===== config.mk =====
export PLATFORM = sky130hd
export DESIGN_NAME = cpu_alu8_with_flags
export DESIGN_NICKNAME = d
export VERILOG_FILES = /design/src/sv/calu8_pkg.sv /design/src/sv/calu8_core.sv /design/src/sv/cpu_alu8_with_flags.sv
export SDC_FILE = /design/constraint.sdc
export NUM_CORES = 1
export LEC_CHECK = 0
export BUFFER_PORTS_ARGS = -buffer_cell sky130_fd_sc_hd__buf_2
export CORE_MARGIN = 2
export CORE_UTILIZATION = 45
export DETAILED_ROUTE_END_ITERATION = 10
export PLACE_DENSITY = 0.72
export SLEW_MARGIN = 0
export SYNTH_ARGS = -nofsm -noshare
export SYNTH_HDL_FRONTEND = slang
export SYNTH_SLANG_ARGS = --single-unit
export TNS_END_PERCENT = 10

===== constraint.sdc =====
create_clock -name clk -period 3.52 [get_ports clk]
set_clock_uncertainty 0.2 [all_clocks]
set_input_delay 0.176 -clock clk [delete_from_list [all_inputs] [get_ports clk]]
set_output_delay 0.176 -clock clk [all_outputs]
set_load 0.005 [all_outputs]

===== src/sv/calu8_pkg.sv =====
// ----------------------------------------------------------------------------
// calu8_pkg
// command codes, flag positions and the word types shared by the alu files
// ----------------------------------------------------------------------------
`default_nettype none

package calu8_pkg;

  localparam int CmdW  = 5;
  localparam int DataW = 8;
  localparam int BitW  = 3;
  localparam int FlagW = 4;

  // command codes
  localparam logic [CmdW-1:0] CMD_ADD  = 5'd0;
  localparam logic [CmdW-1:0] CMD_ADC  = 5'd1;
  localparam logic [CmdW-1:0] CMD_SUB  = 5'd2;
  localparam logic [CmdW-1:0] CMD_SBC  = 5'd3;
  localparam logic [CmdW-1:0] CMD_AND  = 5'd4;
  localparam logic [CmdW-1:0] CMD_OR   = 5'd5;
  localparam logic [CmdW-1:0] CMD_XOR  = 5'd6;
  localparam logic [CmdW-1:0] CMD_CP   = 5'd7;
  localparam logic [CmdW-1:0] CMD_INC  = 5'd8;
  localparam logic [CmdW-1:0] CMD_DEC  = 5'd9;
  localparam logic [CmdW-1:0] CMD_DAA  = 5'd10;
  localparam logic [CmdW-1:0] CMD_CPL  = 5'd11;
  localparam logic [CmdW-1:0] CMD_CCF  = 5'd12;
  localparam logic [CmdW-1:0] CMD_SCF  = 5'd13;
  localparam logic [CmdW-1:0] CMD_RLC  = 5'd14;
  localparam logic [CmdW-1:0] CMD_RLCA = 5'd15;
  localparam logic [CmdW-1:0] CMD_RL   = 5'd16;
  localparam logic [CmdW-1:0] CMD_RLA  = 5'd17;
  localparam logic [CmdW-1:0] CMD_RRC  = 5'd18;
  localparam logic [CmdW-1:0] CMD_RRCA = 5'd19;
  localparam logic [CmdW-1:0] CMD_RR   = 5'd20;
  localparam logic [CmdW-1:0] CMD_RRA  = 5'd21;
  localparam logic [CmdW-1:0] CMD_SLA  = 5'd22;
  localparam logic [CmdW-1:0] CMD_SRA  = 5'd23;
  localparam logic [CmdW-1:0] CMD_SRL  = 5'd24;
  localparam logic [CmdW-1:0] CMD_SWAP = 5'd25;
  localparam logic [CmdW-1:0] CMD_BIT  = 5'd26;
  localparam logic [CmdW-1:0] CMD_SET  = 5'd27;
  localparam logic [CmdW-1:0] CMD_RES  = 5'd28;

  // flag bit positions
  localparam int FL_Z = 3;
  localparam int FL_N = 2;
  localparam int FL_H = 1;
  localparam int FL_C = 0;

  // decimal adjust constants
  localparam logic [DataW-1:0] DAA_HI    = 8'h60;
  localparam logic [DataW-1:0] DAA_LO    = 8'h06;
  localparam logic [DataW-1:0] DAA_LIMIT = 8'h99;
  localparam logic [3:0]       NIB_LIMIT = 4'h9;

  typedef struct packed {
    logic [CmdW-1:0]  command;
    logic [DataW-1:0] acc_in;
    logic [DataW-1:0] operand;
    logic [BitW-1:0]  bit_index;
    logic [FlagW-1:0] flags_in;
  } alu_in_t;

  typedef struct packed {
    logic [DataW-1:0] result;
    logic [FlagW-1:0] flags_out;
    logic             write_result;
  } alu_out_t;

  function automatic logic is_zero(input logic [DataW-1:0] val);
    return (val == '0);
  endfunction

endpackage

`default_nettype wire


===== src/sv/calu8_core.sv =====
// ----------------------------------------------------------------------------
// calu8_core
// single pass combinational datapath: one command word in, one result word out
// ----------------------------------------------------------------------------
`default_nettype none

module calu8_core
  import calu8_pkg::*;
(
  input  alu_in_t  op_in,
  output alu_out_t op_out
);

  logic [DataW-1:0] a, v, r;
  logic [FlagW-1:0] fi, f;
  logic             cin, wr;
  logic             ci_add, ci_sub;
  logic [DataW:0]   sum9, diff9;
  logic [4:0]       hsum, hdiff;
  logic [DataW-1:0] daa1, daa2;
  logic             daa_c;
  logic [DataW-1:0] bmask;
  logic [DataW-1:0] rot_src;

  assign a   = op_in.acc_in;
  assign v   = op_in.operand;
  assign fi  = op_in.flags_in;
  assign cin = fi[FL_C];

  assign ci_add = (op_in.command == CMD_ADC) ? cin : 1'b0;
  assign ci_sub = (op_in.command == CMD_SBC) ? cin : 1'b0;

  assign sum9  = {1'b0, a} + {1'b0, v} + {{DataW{1'b0}}, ci_add};
  assign hsum  = {1'b0, a[3:0]} + {1'b0, v[3:0]} + {4'b0, ci_add};
  // borrow out lands in the top bit
  assign diff9 = {1'b0, a} - {1'b0, v} - {{DataW{1'b0}}, ci_sub};
  assign hdiff = {1'b0, a[3:0]} - {1'b0, v[3:0]} - {4'b0, ci_sub};

  assign bmask = {{(DataW-1){1'b0}}, 1'b1} << op_in.bit_index;

  // accumulator forms rotate a, register forms rotate the operand
  assign rot_src = (op_in.command == CMD_RLCA || op_in.command == CMD_RLA ||
                    op_in.command == CMD_RRCA || op_in.command == CMD_RRA) ? a : v;

  // decimal adjust
  always_comb begin
    daa1  = a;
    daa2  = a;
    daa_c = cin;
    if (!fi[FL_N]) begin
      if (cin || (a > DAA_LIMIT)) begin
        daa1  = a + DAA_HI;
        daa_c = 1'b1;
      end
      daa2 = (fi[FL_H] || (a[3:0] > NIB_LIMIT)) ? daa1 + DAA_LO : daa1;
    end else begin
      daa1 = cin ? a - DAA_HI : a;
      daa2 = fi[FL_H] ? daa1 - DAA_LO : daa1;
    end
  end

  always_comb begin
    r  = a;
    f  = fi;
    wr = 1'b1;
    case (op_in.command)
      CMD_ADD, CMD_ADC: begin
        r = sum9[DataW-1:0];
        f = {is_zero(sum9[DataW-1:0]), 1'b0, hsum[4], sum9[DataW]};
      end
      CMD_SUB, CMD_SBC, CMD_CP: begin
        r = (op_in.command == CMD_CP) ? a : diff9[DataW-1:0];
        f = {is_zero(diff9[DataW-1:0]), 1'b1, hdiff[4], diff9[DataW]};
        wr = (op_in.command != CMD_CP);
      end
      CMD_AND: begin
        r = a & v;
        f = {is_zero(a & v), 1'b0, 1'b1, 1'b0};
      end
      CMD_OR: begin
        r = a | v;
        f = {is_zero(a | v), 3'b000};
      end
      CMD_XOR: begin
        r = a ^ v;
        f = {is_zero(a ^ v), 3'b000};
      end
      CMD_INC: begin
        r = v + 8'd1;
        f = {is_zero(v + 8'd1), 1'b0, (v[3:0] == 4'hF), cin};
      end
      CMD_DEC: begin
        r = v - 8'd1;
        f = {is_zero(v - 8'd1), 1'b1, (v[3:0] == 4'h0), cin};
      end
      CMD_DAA: begin
        r = daa2;
        f = {is_zero(daa2), fi[FL_N], 1'b0, daa_c};
      end
      CMD_CPL: begin
        r = ~a;
        f = {fi[FL_Z], 1'b1, 1'b1, cin};
      end
      CMD_CCF: f = {fi[FL_Z], 2'b00, ~cin};
      CMD_SCF: f = {fi[FL_Z], 2'b00, 1'b1};
      CMD_RLC, CMD_RLCA: begin
        r = {rot_src[DataW-2:0], rot_src[DataW-1]};
        f = {(op_in.command == CMD_RLC) && is_zero(rot_src), 2'b00, rot_src[DataW-1]};
      end
      CMD_RL, CMD_RLA: begin
        r = {rot_src[DataW-2:0], cin};
        f = {(op_in.command == CMD_RL) && is_zero({rot_src[DataW-2:0], cin}), 2'b00,
             rot_src[DataW-1]};
      end
      CMD_RRC, CMD_RRCA: begin
        r = {rot_src[0], rot_src[DataW-1:1]};
        f = {(op_in.command == CMD_RRC) && is_zero(rot_src), 2'b00, rot_src[0]};
      end
      CMD_RR, CMD_RRA: begin
        r = {cin, rot_src[DataW-1:1]};
        f = {(op_in.command == CMD_RR) && is_zero({cin, rot_src[DataW-1:1]}), 2'b00,
             rot_src[0]};
      end
      CMD_SLA: begin
        r = {v[DataW-2:0], 1'b0};
        f = {is_zero({v[DataW-2:0], 1'b0}), 2'b00, v[DataW-1]};
      end
      CMD_SRA: begin
        r = {v[DataW-1], v[DataW-1:1]};
        f = {is_zero({v[DataW-1], v[DataW-1:1]}), 2'b00, v[0]};
      end
      CMD_SRL: begin
        r = {1'b0, v[DataW-1:1]};
        f = {is_zero({1'b0, v[DataW-1:1]}), 2'b00, v[0]};
      end
      CMD_SWAP: begin
        r = {v[3:0], v[7:4]};
        f = {is_zero(v), 3'b000};
      end
      CMD_BIT: begin
        r  = v;
        f  = {~v[op_in.bit_index], 1'b0, 1'b1, cin};
        wr = 1'b0;
      end
      CMD_SET: r = v | bmask;
      CMD_RES: r = v & ~bmask;
      default: wr = 1'b0;
    endcase
  end

  assign op_out.result       = r;
  assign op_out.flags_out    = f;
  assign op_out.write_result = wr;

endmodule

`default_nettype wire


===== src/sv/cpu_alu8_with_flags.sv =====
// ----------------------------------------------------------------------------
// cpu_alu8_with_flags
// eight-bit cpu alu with z/n/h/c flags, registered in and out
// ----------------------------------------------------------------------------
// A command word is taken at every rising edge with start high; busy is tied
// low, so a new word may follow in every cycle. Each word passes an input
// register, one pass of combinational alu logic and a result register, so its
// result shows on result, flags_out and write_result with done high once the
// result register has taken it, for one cycle only. The receiver cannot stall:
// it must take each result in the cycle done is high. Throughput is one word
// per cycle, set by the single alu pass between the two registers.
// write_result is low for compare, bit test and unused command codes.
// ----------------------------------------------------------------------------
`default_nettype none

module cpu_alu8_with_flags
  import calu8_pkg::*;
(
  input  wire logic             clk,
  input  wire logic             rst,
  input  wire logic             start,
  output logic                  busy,
  input  wire logic [CmdW-1:0]  command,
  input  wire logic [DataW-1:0] acc_in,
  input  wire logic [DataW-1:0] operand,
  input  wire logic [BitW-1:0]  bit_index,
  input  wire logic [FlagW-1:0] flags_in,
  output logic                  done,
  output logic [DataW-1:0]      result,
  output logic [FlagW-1:0]      flags_out,
  output logic                  write_result
);

  // input stage
  alu_in_t  in_word;
  logic     in_valid;
  // alu output, before the result register
  alu_out_t alu_word;
  alu_out_t out_word;

  // never stalls: a word can enter every cycle
  assign busy = 1'b0;

  always_ff @(posedge clk) begin
    if (rst) begin
      in_valid <= 1'b0;
    end else begin
      in_valid <= start;
    end
  end

  // payload register, no reset needed
  always_ff @(posedge clk) begin
    if (start) begin
      in_word <= '{command: command, acc_in: acc_in, operand: operand,
                   bit_index: bit_index, flags_in: flags_in};
    end
  end

  calu8_core u_core (
    .op_in  (in_word),
    .op_out (alu_word)
  );

  // result register
  always_ff @(posedge clk) begin
    if (rst) begin
      done <= 1'b0;
    end else begin
      done <= in_valid;
    end
  end

  always_ff @(posedge clk) begin
    if (in_valid) begin
      out_word <= alu_word;
    end
  end

  assign result       = out_word.result;
  assign flags_out    = out_word.flags_out;
  assign write_result = out_word.write_result;

`ifndef ASSERT_OFF
  // every accepted word shows done once it has passed the input and result registers
  a_start_to_done: assert property (@(posedge clk) disable iff (rst)
    start ##1 !rst |=> done)
    else $error("accepted word did not produce a result");

  // no result without an accepted word
  a_done_has_source: assert property (@(posedge clk) disable iff (rst)
    done |-> $past(in_valid))
    else $error("result strobe without an input word");

  // set and res never touch the flags
  a_set_res_keep_flags: assert property (@(posedge clk) disable iff (rst)
    in_valid && (in_word.command == CMD_SET || in_word.command == CMD_RES)
    |=> flags_out == $past(in_word.flags_in))
    else $error("set or res changed the flags");

  // compare and bit test are never written back
  a_cp_bit_no_write: assert property (@(posedge clk) disable iff (rst)
    in_valid && (in_word.command == CMD_CP || in_word.command == CMD_BIT)
    |=> !write_result)
    else $error("cp or bit flagged for write back");
`endif

endmodule

`default_nettype wire


==> results.md, run 1 <==
- Fin crit period: 3.57 ns
- Die Y: 111 µm
- Count leader, synth: nor2_1
- Worst endpoint data arrival time: 3.42 ns
- Final nets: 796
- Chip Width: 111 µm
- Status: finished, violations left
- Num rows: 39
- Dpl ws: -0.0803 ns
- DP Area: 5810 µm²
- Setup_tns: -0.0709 ns
- DRC viols: 0
- TritonCTS sink count: 43
- CP bufs+invs: 1
- Worst Reg-to-Reg Cells: 12
- Critical path peak fanout: 2
- Fillcell total: 1067
- DRT Wirelength: 21.5 mm
- CTS tree: done
- Synth top cells by count: nor2_1, nand2_1, o21ai_0
- Hold WS: 0.275 ns
- Gate Count Post-Synth: 626
- Drt first pass iters: 8
- Share of layout cells above drive strength 1: 19.5%
- Crit Path Category: reg2reg
- Num CTS Buffers: 5
- IO buf count: 44
- Gr usage total: 34.6%
- Critical-path cell list: nor2_2, nand4_1, fa_1, inv_1, ha_2, o21ai_2, a31oi_2, a21o_1, a21oi_2, xnor2_2, a221o_1, o32a_1
- Worst-path clk slew: 0.07 ns
- H-Tree Depth: 2
- Fin. Hold Viols: 0
- Number of global-route vias before repair: 5423
- Max-slew headroom: 30.4%
- Design Area, Final: 6320 µm²
- Average cell area after synthesis: 8.25 µm²
- Max Fclk: 0.280 GHz
- Fin worst setup slack: -0.0465 ns
- RSZ-0062 raised after global routing: yes
- Peak supply drop: 0.305 mV
- Largest net degree at the start of global routing: 30
- I/O pins: 46
- Crit path required time: 3.37 ns
- Slew @ Worst Pin: 1.04 ns
- Register area share after synthesis: 24.6%
- Setup violators final: 2
- Period utilization: 101%
- Worst-path cell with the longest stage delay: fa_1
- Ant diodes: 0
- Global route overflow: 0
- Post-synth ARST share: 0%
- Final design utilization: 55.8%
- Wirelength per Cell: 24.9 µm
- DR vias: 5792
- Hold-critical path depth: 1
- Top FF cell, synth: edfxtp_1
- Synth cell types: 81
- Tightest Hold Check Type: in2reg
- Max-cap violation count: 0
- Power density cells: 360 nW/µm²
- Area growth from synthesis to final layout: 22.3%
- Clock buffer depth: 2
- Cell count along the critical path: 12
- Post-synth top area share: 23.8%
- Initial antenna violation count: 0
- Number of synthesized register bits: 43
- Leak: 2.51 nW
- Gpl congestion: 1.07
- Largest stage delay, worst path: 0.67 ns
- Via/cell ratio: 6.69
- Worst-Skew Late Latency: 0.30 ns
- Core area: 11300 µm²
- Clock Tree Root: clkbuf_16
- CP top delay family: compound AO/OA/AOI/OAI gates
- Dpl hpwl: 16.4 mm
- Type of origin of the critical path: flip-flop
- Warning count from the yosys run: 0
- Initial Util: 45.6%
- Post-synth top area cell: edfxtp_1
- Max-slew violations: 0
- Failing checks: setup timing
- Die ar.: 12400 µm²
- Post-synth EDFFs: 41
- Post-DRT Antenna Nets: 0
- First-pass GRT wire length: 32.6 mm
- CP endpoint kind: flip-flop
- Initial DRC Count: 840
- Area contributors post-synth: edfxtp_1, ha_1, nor2_1, o21ai_0, nand2_1
- Synthesized cell area: 5170 µm²
- Syn_nets: 700
-- metal layers --
| metal | GRT usage, % | up-vias | wire, µm |
|---|---|---|---|
| li1 | - | 2575 | - |
| met1 | 46.2 | 2713 | 8550 |
| met2 | 52.7 | 429 | 9340 |
| met3 | 8.80 | 75 | 2480 |
| met4 | 16.0 | 0 | 1170 |
| met5 | 0 | - | 0 |
-- flip-flops by register name, indices dropped and copies added, names as in the netlist --
name          flops
in_word          28
result            8
flags_out         4
done              1
in_valid          1
write_result      1
-- power by group --
part | total (mW) | switching [mW] | internal, mW
clock | 0.583 | 0.226 | 0.358
sequential | 0.658 | 0.0388 | 0.619
combinational | 1.03 | 0.626 | 0.405
-- cells in the final DEF (no fill, tap or decap), types with 8 or more instances in the layout --
cell,synthesis,routed
nor2_1,59,58
nor4_1,9,8
xnor2_1,16,15
nand2_1,52,52
xor2_1,12,12
inv_1,30,30
o21ai_0,43,42
buf_4,3,61
nand2b_1,8,8
buf_2,12,44
a21oi_1,33,32
nor2b_1,8,8
a22oi_1,9,9
mux2i_1,8,8
nand3_1,17,17
dlygate4sd3_1,0,29
a31oi_1,13,12
a221oi_1,14,12
edfxtp_1,41,41
ha_1,39,38
nand4_1,13,13
nor3_1,13,13
-- stage by stage --
stage                     total power [mW]  cells
after floorplan                       1.26    626
after global routing                  2.37    866
final                                 2.27    866
after CTS                             2.23    866
after detailed placement              1.61    830
after global placement                1.61    830
-- repair_timing --
action,in CTS,in global routing
resized for setup,3,6
endpoints found under the setup margin,1,7
pin swaps,2,12
buffers inserted,0,0
hold buffers,29,0
endpoints found under the hold margin,30,0
-- path summary, 6_finish.rpt --
path                                       startpoint                     end  slack [ns]
worst max-delay path            in_word[25]$_DFFE_PP_     result[7]$_DFFE_PP_       -0.05
worst min-delay path                            start   in_word[18]$_DFFE_PP_        0.28
worst max register to register  in_word[25]$_DFFE_PP_     result[7]$_DFFE_PP_       -0.05
worst min register to register   in_word[3]$_DFFE_PP_  flags_out[3]$_DFFE_PP_        0.55
-- kinds of logic (layout without fill, tap and decap cells) --
family                   after synthesis  in the layout  synth area share (%)
AND/OR/NAND/NOR                      221            221                  22.4
adder cells (fa/ha/maj)               43             43                  11.0
buffers and inverters                 77            174                  6.54
other                                  1              1                0.0726
multiplexers                          11             11                  2.86
AO/OA/AOI/OAI                        202            202                  27.8
flip-flops                            43             43                  24.6
XOR/XNOR                              28             28                  4.75
-- final cells by class --
cell class | count | area [µm²] | area share, %
multi-input combinational | 506 | 3600 | 57.0
sequential | 43 | 1270 | 20.1
timing repair buffer | 134 | 968 | 15.3
tap | 143 | 179 | 2.83
clock buffer | 6 | 139 | 2.20
inverter | 32 | 120 | 1.90
clock inverter | 2 | 38.8 | 0.614
Power figures use the tool's default switching activity.
==> run 2, diff against run 1 <==
SETUP_SLACK_MARGIN = 0.1   (was not set)
==> run 2 against run 1 <==
  * The run now ends clean
  * Utilization is 0.077 points higher
  * Total power is 4.0% lower
  * Register-to-register slack better by 0.06 ns
  * Design area is 0.14% higher
  * Fmax is 1.6% higher
  * Sequential power hardly changed
  * Combinational power hardly changed
  * Sequential cell count stayed put
  * Critical endpoint is now flags_out[3]$_DFFE_PP_
  * Highest routed layer unchanged
==> results.md, run 2 (synthesis results as in run 1) <==
- Largest stage delay, worst path: 0.53 ns
- Area growth from synthesis to final layout: 22.5%
- Worst-Skew Late Latency: 0.31 ns
- Multi-input gate area: 3640 µm²
- Max-slew violations: 0
- Initial antenna violation count: 0
- Status: finished clean
- Internal reg-to-reg setup slack: 0.01 ns
- Num rows: 39
- Final nets: 795
- Most common cell after layout, fill and taps aside: nor2_1
- Via/cell ratio: 6.74
- Leak: 2.50 nW
- CP endpoint kind: flip-flop
- Net Switching: 0.896 mW
- Setup_tns: 0 ns
- DP Area: 5770 µm²
- Fillcell total: 1049
- Most flop-heavy register: in_word
- Worst endpoint data arrival time: 3.47 ns
- Crit Path Category: reg2reg
- Dpl ws: 0.0543 ns
- Setup violators final: 0
- Slew @ Worst Pin: 0.988 ns
- Worst Hold Path EP: in_word[3]$_DFFE_PP_
- Initial Util: 45.6%
- Worst Reg-to-Reg Cells: 13
- Number of global-route vias before repair: 5482
- Fin worst setup slack: 0.00994 ns
- Max reg flops: 28
- Share of layout cells above drive strength 1: 20.2%
- Post-DRT Antenna Nets: 0
- Design Area, Final: 6330 µm²
- Type of origin of the critical path: flip-flop
- Initial DRC Count: 956
- Clock power share: 23.2%
- Ant diodes: 0
- I/O pins: 46
- Wirelength per Cell: 25.4 µm
- Max-slew headroom: 33.6%
- Fin crit period: 3.51 ns
- Max-cap violation count: 0
- Dpl hpwl: 16.3 mm
- Power density cells: 345 nW/µm²
- Global route overflow: 0
- Critical path peak fanout: 2
- Top cell by count, worst path: fa_2
- Chip Width: 111 µm
- Gate power share: 46.7%
- DRC viols: 0
- Worst-path cell with the longest stage delay: or4_4
- DR vias: 5829
- Die ar.: 12400 µm²
- Die Y: 111 µm
- Clock Tree Root: clkbuf_16
- Num CTS Buffers: 5
- IO buf count: 44
- Critical-path cell list: or2b_1, nor4_4, fa_2, inv_2, fa_2, nor2b_1, o21ai_1, nand2b_1, buf_6, xnor2_2, nand4_1, or4_4, a31oi_1
- Core area: 11300 µm²
- Worst hold path startpoint: start
- Register area: 1270 µm²
- Fin. Hold Viols: 0
- Cell Int Power: 1.29 mW
- Gr usage total: 35.3%
- Worst-path clk slew: 0.07 ns
- Switching Share: 41.1%
- Seq pwr share: 30.1%
- R2R Path End: flags_out[3]$_DFFE_PP_
- Peak supply drop: 0.234 mV
- RSZ-0062 raised after global routing: yes
- Drt first pass iters: 6
- CTS tree: done
- R2R Path Start: in_word[24]$_DFFE_PP_
- H-Tree Depth: 2
- Gpl congestion: 1.09
- Hold WS: 0.264 ns
- Tightest Hold Check Type: in2reg
- DRT Wirelength: 22.0 mm
- Max Fclk: 0.285 GHz
- Hold-critical path depth: 1
- Crit path required time: 3.48 ns
- Period utilization: 99.7%
- Commonest non-fill, non-tap cells in the layout: nor2_1, buf_4, nand2_1
- Clock buffer depth: 2
- Largest net degree at the start of global routing: 30
- TritonCTS sink count: 43
- First-pass GRT wire length: 33.1 mm
[run 2: changes by cell type in the layout (fill, tap and decap cells not counted), moves of 2 or more]
cell and change:
buf_6 +3, fa_2 +2, clkinvlp_4 +2, fa_1 -2, buf_4 -4
[run 2: through the flow]
stage	power [mW]	utilization, %	instances
2_1_floorplan	1.27	-	626
3_3_place_gp	1.58	50.9	821
3_5_place_dp	1.59	50.9	821
4_1_cts	2.14	55.4	862
5_1_grt	2.27	55.9	865
6_report	2.18	55.9	865
[run 2: worst max path at each step]
stage,cells after the start,end,from
floorplan,14,result[7]$_DFFE_PP_,in_word[25]$_DFFE_PP_
global placement,10,result[2]$_DFFE_PP_,in_word[26]$_DFFE_PP_
detailed placement,10,result[2]$_DFFE_PP_,in_word[26]$_DFFE_PP_
CTS,13,flags_out[3]$_DFFE_PP_,in_word[24]$_DFFE_PP_
global route,13,flags_out[3]$_DFFE_PP_,in_word[24]$_DFFE_PP_
finish,13,flags_out[3]$_DFFE_PP_,in_word[24]$_DFFE_PP_
[run 2: cell type report]
type / count / area share, %
Multi-Input combinational cell: 506 / 57.5
Timing Repair Buffer: 133 / 15.4
Clock inverter: 3 / 0.376
Sequential cell: 43 / 20.1
Clock buffer: 5 / 1.98
Tap cell: 143 / 2.83
Inverter: 32 / 1.92
[run 2: power by group through the flow]
stage	sequential [mW]	clock, mW	combinational, mW
after floorplan	0.664	0	0.606
after global placement	0.665	0	0.920
after detailed placement	0.667	0	0.920
after CTS	0.656	0.517	0.965
after global routing	0.662	0.523	1.08
final	0.657	0.505	1.02
[run 2: layer usage]
metal	vias to the layer above	track usage [%]	part of all wire, %
met3	88	7.49	12
met5	-	0	0
li1	2576	-	-
met1	2700	46.8	38
met2	465	52.5	43
met4	0	22.0	7.1
[run 2: worst max-delay path, delay by kind of cell (launching register included)]
kind	cells	cell delay [ns]
compound gates	2	0.21
xor+xnor	1	0.11
fa+ha+maj	2	0.71
buf+inv	2	0.16
flops	1	0.39
simple gates	6	1.57
[run 2: repair_timing]
item	in CTS	in global routing
hold buffers	29	0
buffers inserted	4	3
gates resized for setup	10	6
hold endpoints to repair	30	0
setup endpoints to repair	2	7
pin swaps	5	12
cloned	0	0
==> run 3, diff against run 2 <==
BUFFER_PORTS_ARGS = not set   (was -buffer_cell sky130_fd_sc_hd__buf_2)
DONT_BUFFER_PORTS = 1   (was not set)
PLACE_DENSITY = 0.69   (was 0.72)
clock period = 3.1 ns   (was 3.52 ns; I/O delays follow)
==> run 3 against run 2 <==
  * The run now ends with setup timing left
  * Wire length up 6.8%
  * First-iteration DRC count down 29%
  * Final cell count up 1.3%
  * Critical path depth down 2
  * Clock power up 29%
  * Via count up 1.4%
  * Sequential power up 14%
  * Largest cell class unchanged
  * Fmax up 1.8%
  * Register-to-register slack worse by 0.36 ns
  * Hold slack better by 0.012 ns
  * Largest power group unchanged
  * Sequential share of layout area down 0.73 points
  * Design area up 3.8%
==> results.md, run 3 (synthesis results as in run 1) <==
- Max reg flops: 28
- Clock Tree Root: clkbuf_16
- Final nets: 806
- Share of layout cells above drive strength 1: 21.8%
- Fin worst setup slack: -0.347 ns
- Dpl hpwl: 17.7 mm
- Crit Path Category: reg2reg
- Most common cell after layout, fill and taps aside: buf_4
- Via/cell ratio: 6.75
- Max-slew headroom: 58.2%
- Wirelength per Cell: 26.8 µm
- DRC viols: 0
- Commonest non-fill, non-tap cells in the layout: buf_4, nor2_1, nand2_1
- DRT Wirelength: 23.5 mm
- Failing checks: setup timing
- Area growth from synthesis to final layout: 27.1%
- Worst-path cell with the longest stage delay: o32a_1
- Chip Width: 111 µm
- Peak supply drop: 0.350 mV
- Initial DRC Count: 682
- First-pass GRT wire length: 35.2 mm
- Fillcell total: 1017
- Most flop-heavy register: in_word
- Global route overflow: 0
- IO buf count: 0
- Initial Util: 45.6%
- Post-DRT Antenna Nets: 0
- Max-slew violations: 0
- Num CTS Buffers: 5
- Setup violators final: 8
- Die ar.: 12400 µm²
- TritonCTS sink count: 43
- Gpl congestion: 1.04
- Num rows: 39
- Total power: 2.67 mW
- Critical-path cell list: or2b_1, nor4_4, buf_4, fa_2, inv_2, fa_2, xor2_1, o221ai_1, a221oi_1, nand3_1, o32a_1
- Critical path peak fanout: 2
- Fin. Hold Viols: 0
- Number of global-route vias before repair: 5661
- Worst endpoint data arrival time: 3.29 ns
- Die Y: 111 µm
- Max Fclk: 0.290 GHz
- RSZ-0062 raised after global routing: yes
- Initial antenna violation count: 0
- Type of origin of the critical path: flip-flop
- DR vias: 5910
- Period utilization: 111%
- Worst-path clk slew: 0.07 ns
- Max-cap violation count: 0
- Largest net degree at the start of global routing: 29
- Largest stage delay, worst path: 0.43 ns
- Worst-Skew Late Latency: 0.30 ns
- I/O pins: 46
- Tightest Hold Check Type: in2reg
- Dpl ws: -0.338 ns
- Leak: 2.62 nW
- Ant diodes: 0
- Top cell by count, worst path: fa_2
- CP endpoint kind: flip-flop
- CTS tree: done
- H-Tree Depth: 2
- Gr usage total: 37.9%
- Internal reg-to-reg setup slack: -0.35 ns
- Status: finished, violations left
- Drt first pass iters: 6
- Core area: 11300 µm²
- Clock buffer depth: 2
- Crit path required time: 2.94 ns
- Slew @ Worst Pin: 0.626 ns
- Power density cells: 407 nW/µm²
- Fin crit period: 3.45 ns
==> run 3: path summary, 6_finish.rpt <==
path / startpoint / endpoint / cells after the start
worst min-delay path: operand[6] / in_word[13]$_DFFE_PP_ / 1
worst max-delay path: in_word[24]$_DFFE_PP_ / result[2]$_DFFE_PP_ / 11
worst min register to register: in_word[3]$_DFFE_PP_ / flags_out[3]$_DFFE_PP_ / 2
worst max register to register: in_word[24]$_DFFE_PP_ / result[2]$_DFFE_PP_ / 11
==> run 3: critical path: cells and delay by family, from the launching register on <==
family / cells / cell delay, ns
compound gates: 3 / 0.82
xor+xnor: 1 / 0.26
fa+ha+maj: 2 / 0.60
buf+inv: 2 / 0.22
flops: 1 / 0.38
simple gates: 3 / 0.70
==> run 3: area by class of cell <==
type                       instances  area [µm²]  area share (%)
timing repair buffer             144        1170            17.9
clock inverter                     2        35.0           0.534
multi-input combinational        506        3650            55.5
clock buffer                       6         139            2.12
sequential                        43        1270            19.4
tap                              143         179            2.72
inverter                          32         120            1.83
==> run 3: what timing repair did <==
item                       in CTS  in global routing
pin swaps                      11                  2
gates cloned                    0                  0
gates resized for setup         7                  7
hold endpoints to repair       58                  0
setup endpoints to repair      11                 11
buffers inserted                6                  2
hold buffers                   32                  0
==> run 3: per-stage QoR <==
stage          hold WS, ns  utilization [%]  cell area, µm²  cells  setup TNS (ns)
2_1_floorplan       0.0266                -            5280    626          -0.627
3_3_place_gp        0.0278             52.5            5940    828           -1.57
3_5_place_dp        0.0351             52.5            5940    828           -2.06
4_1_cts              0.268             57.6            6520    874           -1.42
5_1_grt              0.274             58.0            6570    876           -2.83
6_report             0.276             58.0            6570    876           -1.68
==> run 3: per-layer routing <==
metal	vias to the layer above	wire, µm	track usage (%)
met5	-	0	0
met4	0	1400	19.2
met3	80	2600	8.80
met2	437	10100	57.5
met1	2798	9360	50.4
li1	2595	-	-
==> run 3: power breakdown <==
group | switching (mW) | internal, mW
clock network | 0.248 | 0.402
logic | 0.741 | 0.534
registers | 0.0442 | 0.703
